===== src/design/i2cm_pkg.sv =====
// ----------------------------------------------------------------------------
// i2cm_pkg
// Shared types and constants for the I2C master bit engine.
// ----------------------------------------------------------------------------
package i2cm_pkg;

	// command codes
	localparam logic [2:0] CMD_IDLE  = 3'd0;
	localparam logic [2:0] CMD_START = 3'd1;
	localparam logic [2:0] CMD_STOP  = 3'd2;
	localparam logic [2:0] CMD_WRITE = 3'd3;
	localparam logic [2:0] CMD_ACK   = 3'd4;
	localparam logic [2:0] CMD_READ  = 3'd5;

	// configuration register indexes
	localparam logic CFG_TICKS_PER_US = 1'b0;
	localparam logic CFG_ACK_TIMEOUT  = 1'b1;

	localparam int CFG_W = 8;
	localparam logic [CFG_W-1:0] TICKS_PER_US_RST = 8'd16;
	localparam logic [CFG_W-1:0] ACK_TIMEOUT_RST  = 8'd250;

	// result word
	typedef struct packed {
		logic       scl_drive;
		logic       sda_drive;
		logic       busy_res;
		logic       done_res;
		logic [7:0] read_data;
		logic       ack_failed;
	} res_t;

endpackage


===== src/design/i2cm_core.sv =====
// ----------------------------------------------------------------------------
// i2cm_core
// Bus phase sequencer: per-tick command decode, phase timing and pin state.
// ----------------------------------------------------------------------------
module i2cm_core
	import i2cm_pkg::*;
(
	input  logic             clk,
	input  logic             arst_n,
	input  logic             cfg_we,
	input  logic             cfg_index,
	input  logic [CFG_W-1:0] cfg_data,
	input  logic             step_en,
	input  logic [2:0]       op,
	input  logic [7:0]       write_data,
	input  logic             send_ack,
	input  logic             sda_level,
	output res_t             res
);

	localparam logic [2:0] STEP_0 = 3'd0;
	localparam logic [2:0] STEP_1 = 3'd1;
	localparam logic [2:0] STEP_2 = 3'd2;
	localparam logic [2:0] STEP_3 = 3'd3;
	localparam logic [2:0] STEP_4 = 3'd4;

	logic [CFG_W-1:0] ticks_q, tmo_cfg_q;
	logic [2:0]  cmd_q, n_cmd;
	logic [2:0]  step_q, n_step;
	logic [3:0]  bit_q, n_bit, bit_inc;
	logic [7:0]  shift_q, n_shift;
	logic [9:0]  delay_q, n_delay;
	logic [7:0]  tmo_q, n_tmo, tmo_inc;
	logic        scl_q, n_scl, sda_q, n_sda, err_q, n_err, ackc_q, n_ackc;
	logic [7:0]  last_q, n_last;
	logic        done, run;
	logic [7:0]  t_eff, lim;
	logic [9:0]  w1, w2, w4;

	// zero in either register acts as one
	assign t_eff = (ticks_q == '0) ? 8'd1 : ticks_q;
	assign lim   = (tmo_cfg_q == '0) ? 8'd1 : tmo_cfg_q;
	assign w1    = {2'b00, t_eff} - 10'd1;
	assign w2    = {1'b0, t_eff, 1'b0} - 10'd1;
	assign w4    = {t_eff, 2'b00} - 10'd1;

	always_comb begin
		n_cmd   = cmd_q;
		n_step  = step_q;
		n_bit   = bit_q;
		n_shift = shift_q;
		n_delay = delay_q;
		n_tmo   = tmo_q;
		n_scl   = scl_q;
		n_sda   = sda_q;
		n_err   = err_q;
		n_ackc  = ackc_q;
		n_last  = last_q;
		done    = 1'b0;
		run     = 1'b0;
		bit_inc = bit_q + 4'd1;
		tmo_inc = tmo_q + 8'd1;
		if (step_en) begin
			if (cmd_q == CMD_IDLE) begin
				if (op >= CMD_START && op <= CMD_READ) begin
					n_cmd   = op;
					n_step  = STEP_0;
					n_bit   = '0;
					n_delay = '0;
					if (op == CMD_WRITE) n_shift = write_data;
					if (op == CMD_READ) begin
						n_shift = '0;
						n_ackc  = send_ack;
					end
					run = 1'b1;
				end
			end else if (delay_q != '0) begin
				n_delay = delay_q - 10'd1;
			end else begin
				run = 1'b1;
			end
		end
		bit_inc = n_bit + 4'd1;
		tmo_inc = n_tmo + 8'd1;
		if (run) begin
			unique case (n_cmd)
				CMD_START: begin
					if (n_step == STEP_0) begin
						n_sda = 1'b1; n_scl = 1'b1; n_delay = w4; n_step = STEP_1;
					end else if (n_step == STEP_1) begin
						n_sda = 1'b0; n_delay = w4; n_step = STEP_2;
					end else begin
						n_scl = 1'b0; n_cmd = CMD_IDLE; n_step = STEP_0; done = 1'b1;
					end
				end
				CMD_STOP: begin
					if (n_step == STEP_0) begin
						n_scl = 1'b0; n_sda = 1'b0; n_delay = w4; n_step = STEP_1;
					end else if (n_step == STEP_1) begin
						n_scl = 1'b1; n_delay = w4; n_step = STEP_2;
					end else if (n_step == STEP_2) begin
						n_sda = 1'b1; n_delay = w4; n_step = STEP_3;
					end else begin
						n_cmd = CMD_IDLE; n_step = STEP_0; done = 1'b1;
					end
				end
				CMD_ACK: begin
					if (n_step == STEP_0) begin
						n_sda = 1'b1; n_tmo = '0; n_err = 1'b0;
						n_delay = w1; n_step = STEP_1;
					end else if (n_step == STEP_1) begin
						n_scl = 1'b1; n_delay = w1; n_step = STEP_2;
					end else if (!sda_level) begin
						n_scl = 1'b0; n_err = 1'b0;
						n_cmd = CMD_IDLE; n_step = STEP_0; done = 1'b1;
					end else begin
						n_tmo = tmo_inc;
						// give up: flag and fall into the stop sequence
						if (tmo_inc >= lim) begin
							n_err = 1'b1;
							n_cmd = CMD_STOP;
							n_scl = 1'b0; n_sda = 1'b0; n_delay = w4; n_step = STEP_1;
						end
					end
				end
				CMD_WRITE: begin
					if (n_step == STEP_0) begin
						n_scl   = 1'b0;
						n_sda   = n_shift[7];
						n_shift = {n_shift[6:0], 1'b0};
						n_delay = w2; n_step = STEP_1;
					end else if (n_step == STEP_1) begin
						n_scl = 1'b1; n_delay = w2; n_step = STEP_2;
					end else if (n_step == STEP_2) begin
						n_scl = 1'b0; n_delay = w2; n_bit = bit_inc;
						n_step = (bit_inc >= 4'd8) ? STEP_3 : STEP_0;
					end else begin
						n_cmd = CMD_IDLE; n_step = STEP_0; done = 1'b1;
					end
				end
				CMD_READ: begin
					if (n_step == STEP_0) begin
						n_scl = 1'b0; n_sda = 1'b1; n_delay = w2; n_step = STEP_1;
					end else if (n_step == STEP_1) begin
						// sample on the rising scl phase
						n_scl   = 1'b1;
						n_shift = {n_shift[6:0], sda_level};
						n_delay = w1; n_bit = bit_inc;
						n_step  = (bit_inc >= 4'd8) ? STEP_2 : STEP_0;
					end else if (n_step == STEP_2) begin
						n_scl = 1'b0; n_sda = ~n_ackc; n_delay = w2; n_step = STEP_3;
					end else if (n_step == STEP_3) begin
						n_scl = 1'b1; n_delay = w2; n_step = STEP_4;
					end else begin
						n_scl = 1'b0; n_last = n_shift;
						n_cmd = CMD_IDLE; n_step = STEP_0; done = 1'b1;
					end
				end
				default: begin
					n_cmd  = CMD_IDLE;
					n_step = STEP_0;
				end
			endcase
		end
	end

	always_ff @(posedge clk or negedge arst_n) begin
		if (!arst_n) begin
			ticks_q   <= TICKS_PER_US_RST;
			tmo_cfg_q <= ACK_TIMEOUT_RST;
		end else if (cfg_we) begin
			unique case (cfg_index)
				CFG_TICKS_PER_US: ticks_q   <= cfg_data;
				CFG_ACK_TIMEOUT:  tmo_cfg_q <= cfg_data;
			endcase
		end
	end

	always_ff @(posedge clk or negedge arst_n) begin
		if (!arst_n) begin
			cmd_q   <= CMD_IDLE;
			step_q  <= STEP_0;
			bit_q   <= '0;
			shift_q <= '0;
			delay_q <= '0;
			tmo_q   <= '0;
			scl_q   <= 1'b1;
			sda_q   <= 1'b1;
			err_q   <= 1'b0;
			ackc_q  <= 1'b0;
			last_q  <= '0;
		end else if (step_en) begin
			cmd_q   <= n_cmd;
			step_q  <= n_step;
			bit_q   <= n_bit;
			shift_q <= n_shift;
			delay_q <= n_delay;
			tmo_q   <= n_tmo;
			scl_q   <= n_scl;
			sda_q   <= n_sda;
			err_q   <= n_err;
			ackc_q  <= n_ackc;
			last_q  <= n_last;
		end
	end

	assign res.scl_drive  = n_scl;
	assign res.sda_drive  = n_sda;
	assign res.busy_res   = (n_cmd != CMD_IDLE);
	assign res.done_res   = done;
	assign res.read_data  = n_last;
	assign res.ack_failed = n_err;

endmodule


===== src/design/i2cm_obuf.sv =====
// ----------------------------------------------------------------------------
// i2cm_obuf
// Result register with a skid stage, so the input stall is registered.
// ----------------------------------------------------------------------------
module i2cm_obuf
	import i2cm_pkg::*;
(
	input  logic clk,
	input  logic arst_n,
	input  logic wr_en,
	input  res_t din,
	output logic full,
	output logic out_valid,
	input  logic out_stall,
	output res_t dout
);

	logic main_valid_q, skid_valid_q, take;
	res_t main_q, skid_q;

	assign take      = main_valid_q & ~out_stall;
	assign full      = skid_valid_q;
	assign out_valid = main_valid_q;
	assign dout      = main_q;

	always_ff @(posedge clk or negedge arst_n) begin
		if (!arst_n) begin
			main_valid_q <= 1'b0;
			skid_valid_q <= 1'b0;
		end else if (skid_valid_q) begin
			if (take) skid_valid_q <= 1'b0;
		end else if (wr_en) begin
			// main busy and held: park the word in the skid stage
			if (main_valid_q && !take) skid_valid_q <= 1'b1;
			else main_valid_q <= 1'b1;
		end else if (take) begin
			main_valid_q <= 1'b0;
		end
	end

	always_ff @(posedge clk) begin
		if (skid_valid_q) begin
			if (take) main_q <= skid_q;
		end else if (wr_en) begin
			if (main_valid_q && !take) skid_q <= din;
			else main_q <= din;
		end
	end

endmodule


===== src/design/i2c_master_bit_engine.sv =====
// ----------------------------------------------------------------------------
// i2c_master_bit_engine
// Pin-level I2C master: start, stop, write byte, wait ack, read byte.
// ----------------------------------------------------------------------------
// Every accepted word is one bus tick and yields exactly one result word; a new
// word can be taken on every cycle unless in_stall holds it off. The result word
// is built combinationally from the sequencer's next state and registered in the
// result register, or in the skid stage while it is held; this two-word output
// buffer keeps in_stall registered: input is held off only while both are full.
// Phase waits last 1, 2 or 4 times ticks_per_us ticks.
module i2c_master_bit_engine
	import i2cm_pkg::*;
(
	input  logic             clk,
	input  logic             arst_n,
	input  logic             cfg_we,
	input  logic             cfg_index,
	input  logic [CFG_W-1:0] cfg_data,
	input  logic             in_valid,
	output logic             in_stall,
	input  logic [2:0]       op,
	input  logic [7:0]       write_data,
	input  logic             send_ack,
	input  logic             sda_level,
	output logic             out_valid,
	input  logic             out_stall,
	output logic             scl_drive,
	output logic             sda_drive,
	output logic             busy_res,
	output logic             done_res,
	output logic [7:0]       read_data,
	output logic             ack_failed
);

	logic accept;
	res_t core_res, buf_res;

	assign accept = in_valid & ~in_stall;

	i2cm_core u_core (
		.clk        (clk),
		.arst_n     (arst_n),
		.cfg_we     (cfg_we),
		.cfg_index  (cfg_index),
		.cfg_data   (cfg_data),
		.step_en    (accept),
		.op         (op),
		.write_data (write_data),
		.send_ack   (send_ack),
		.sda_level  (sda_level),
		.res        (core_res)
	);

	i2cm_obuf u_obuf (
		.clk       (clk),
		.arst_n    (arst_n),
		.wr_en     (accept),
		.din       (core_res),
		.full      (in_stall),
		.out_valid (out_valid),
		.out_stall (out_stall),
		.dout      (buf_res)
	);

	assign scl_drive  = buf_res.scl_drive;
	assign sda_drive  = buf_res.sda_drive;
	assign busy_res   = buf_res.busy_res;
	assign done_res   = buf_res.done_res;
	assign read_data  = buf_res.read_data;
	assign ack_failed = buf_res.ack_failed;

endmodule


===== config.mk =====
export PLATFORM = sky130hd
export DESIGN_NAME = i2c_master_bit_engine
export DESIGN_NICKNAME = d
export VERILOG_FILES = /design/src/design/i2cm_pkg.sv /design/src/design/i2cm_core.sv /design/src/design/i2cm_obuf.sv /design/src/design/i2c_master_bit_engine.sv
export SDC_FILE = /design/constraint.sdc
export NUM_CORES = 1
export LEC_CHECK = 0
export BUFFER_PORTS_ARGS = -buffer_cell sky130_fd_sc_hd__buf_2
export CAP_MARGIN = 20
export CORE_MARGIN = 4
export CORE_UTILIZATION = 45
export DETAILED_ROUTE_END_ITERATION = 8
export PLACE_DENSITY_LB_ADDON = 0.15
export SLEW_MARGIN = 20
export SYNTH_ARGS = -nofsm -noshare
export SYNTH_HDL_FRONTEND = slang
export SYNTH_SLANG_ARGS = --single-unit

===== constraint.sdc =====
create_clock -name clk -period 8.7 [get_ports clk]
set_clock_uncertainty 0.2 [all_clocks]
set_input_delay 0.435 -clock clk [delete_from_list [all_inputs] [get_ports clk]]
set_output_delay 0.435 -clock clk [all_outputs]
set_load 0.005 [all_outputs]

==> results.yml <==
run_status:
  outcome: "completed"
clocking:
  path_clk_slew_ns: 0.07
  clockBufferDepth: 2
  cts_made_buffers: 9
  root_buffer: "clkbuf_16"
  post_cts_resized: 0
  clock_latency_ns: 0.36
  numClockSinks: 92
  cts_tree: "done"
  post-cts-setup-buffers: 0
  ctsHoldBuffers: 0
  cts_max_level: 3
sta:
  slew_violations: 0
  period_needed_ns: 4.04
  rsz0062_at_grt: "no"
  worstMarginPinSlew_ns: 1.13
  slew_headroom_pct: 23.9
  fin_tns_setup_ns: 0
  setup_viol: 0
  finalHoldViolCount: 0
  fin_crit_sh_pct: 46.5
  fmax_ghz: 0.247
floorplanning:
  initial_utilization_pct: 46.5
  die_area_sq_um: 15800
  coreArea_sq_um: 13400
  die_w_microns: 126
  row_count: 42
  die_h_microns: 126
  ios: 42
detailed_routing:
  drt_iter0_markers: 704
  routed_via_density: 6.58
  ant_nets: 0
  wl_microns: 18900
  drtPass1Iterations: 6
  drc: 0
  via_count: 5765
  wire_per_inst_microns: 21.6
placed_design:
  hpwl_microns: 13500
  io_buffers: 41
  routabilityCongestion: 1.00
  placed_area_sq_um: 6500
power:
  clkPwrFrac_pct: 18.3
  peakVddDrop_v: 0.000112
  p_per_area_nw_per_um2: 317
  power_frac_seq_pct: 33.4
  finalPower_mw: 2.16
  p_switching_mw: 1.02
  p_sw_share_pct: 47.2
  p_int_mw: 1.14
  cellLeakagePower_nw: 2.74
  p_comb_share_pct: 48.2
finish:
  diodes: 0
  area_growth_pct: 9.41
  fill_cells: 1287
  design_area_sq_um: 6810
  layout-drive-gt1-share_pct: 18.7
  postLayoutCoreUtil_pct: 50.8
  finalNetCount: 734
global_route:
  grt_antenna_before_repair: 0
  overflow: 0
  grtUsageTotal_pct: 23.8
  grt_max_degree: 67
  grt_pass1_wl_microns: 30000
  grt_pass1_vias: 5479
synthesis:
  synth_nets: 719
  synth-main-ff-cell: "dfrtp_1"
  ys_top_cells_by_area: "dfrtp_1 (23%), edfxtp_1 (13%), mux2_2 (6.1%), o21ai_0 (5.1%), dfstp_2 (3.8%)"
  ys_ff_latch: 92
  ys_warn_count: 0
  syn-instance-count: 680
  yosysMostFrequentCell: "o21ai_0"
  synth_top_area_share_pct: 22.9
  syn_area_sq_um: 6230
  synth_common_cells: "o21ai_0 (63), dfrtp_1 (57), nand2_1 (56), nor2_1 (51), a21oi_1 (42)"
  synth.distinct_cells: 84
  yosys.area.top_type: "dfrtp_1"
  synth_edf_count: 26
  async_flop_share_pct: 71.7
  ys_seq_area_share_pct: 39.2
  syn_avg_cell_area_sq_um: 9.16
worst_hold_path:
  hp-class: "in2async"
critical_path:
  cp.arrival_ns: 3.95
  r2r-start: "u_obuf.full"
  worstReg2RegEnd: "u_obuf.dout[5]"
  max_stage_delay_ns: 0.68
  path_class: "reg2reg"
  cpMaxStageDelayCell: "dfrtp_1"
  reg2reg_depth: 6
  crit_chain: "and2b_1 -> nand4_2 -> nand2_1 -> or3_1 -> mux2_4 -> mux2_2"
  path_max_fanout: 23
  end_kind: "flip-flop"
  crit_required_ns: 8.61
  rrSetupSlack_ns: 4.66
  start_kind: "flip-flop"
run:
  cap_violations: 0
-- cells by family after synthesis --
group / Yosys count / synth area share [%]
fa+ha+maj: 13 / 2.57
buf+inv: 69 / 4.76
mux: 46 / 8.24
simple gates: 200 / 16.7
xor+xnor: 11 / 1.55
flops: 92 / 39.2
compound gates: 249 / 27.0
-- metrics by stage --
step	hold slack [ns]	setup WS (ns)	instances
after floorplan	-0.0606	5.28	680
after global placement	0.254	4.71	860
after detailed placement	0.264	4.67	860
after CTS	0.0998	4.67	876
after global routing	0.121	4.35	876
final	0.0879	4.66	876
-- placed cells by master (no fill, tap or decap), drive strengths merged, types with 6 or more instances in the layout --
master  Yosys  layout
and3        8       8
edfxtp     26      26
buf        18      49
a22o       11      11
o21ai      76      76
o31ai      15      15
nor3       15      15
a211oi      8       8
a31oi       8       8
nand3      13      13
nand2      57      57
and2        7       7
a21oi      42      42
xnor2       7       7
nor4        9       9
a32oi       6       6
a22oi      10      10
or3        10      10
clkbuf     27       9
o22ai       6       6
ha         12      12
dfrtp      57      57
o221ai      9       9
inv        24      28
nor2       52      52
dfstp       9       9
mux2       36      36
o21a        7       7
mux2i      10      10
-- worst max-delay path by stage --
stage                    startpoint  slack, ns                 to  cells past startpoint
CTS                     u_obuf.full       4.67     u_obuf.dout[5]                      6
finish                  u_obuf.full       4.66     u_obuf.dout[5]                      6
floorplan           u_core.tmo_q[0]       5.28  u_core.delay_q[6]                     13
global placement              op[1]       4.71     u_obuf.dout[4]                      7
global route            u_obuf.full       4.35     u_obuf.dout[5]                      6
detailed placement      u_obuf.full       4.67     u_obuf.dout[4]                      6
-- worst max-delay path, delay by kind of cell, from the launching register on --
family	cells	cell delay [ns]
DFF	1	0.68
muxes	2	0.62
and+or+nand+nor	4	2.28
-- layout make-up --
class                   count  area, sq um  share of cell area [%]
multi-input cells         519         3500                    51.4
flip-flops and latches     92         2440                    35.9
repair buffers             49          265                    3.89
clock buffers               9          225                    3.31
well taps                 176          220                    3.23
inverters                  24         90.1                    1.32
clock inverters             7         68.8                    1.01
-- power by group through the flow --
stage	Clock (mW)	Combinational [mW]	Sequential (mW)
after global placement	0	1.01	0.723
after global routing	0.423	1.11	0.740
after CTS	0.406	1.01	0.717
after floorplan	0	0.757	0.643
after detailed placement	0	1.01	0.725
final	0.396	1.04	0.721
-- routing by layer --
layer  global-route usage [%]  share of wire (%)
met1                     32.3                 44
met2                     36.2                 45
met3                     4.70                7.5
met4                     12.2                3.6
met5                        0                  0
-- flip-flops by register name, summed over array words and instances (netlist names), 3 cells and up --
| name | count |
|---|---|
| u_core.bit_q | 4 |
| u_core.cmd_q | 3 |
| u_core.delay_q | 10 |
| u_core.last_q | 8 |
| u_core.shift_q | 8 |
| u_core.step_q | 3 |
| u_core.ticks_q | 8 |
| u_core.tmo_cfg_q | 8 |
| u_core.tmo_q | 8 |
| u_obuf.dout | 13 |
| u_obuf.skid_q | 13 |
(Power assumes the default switching activity.)
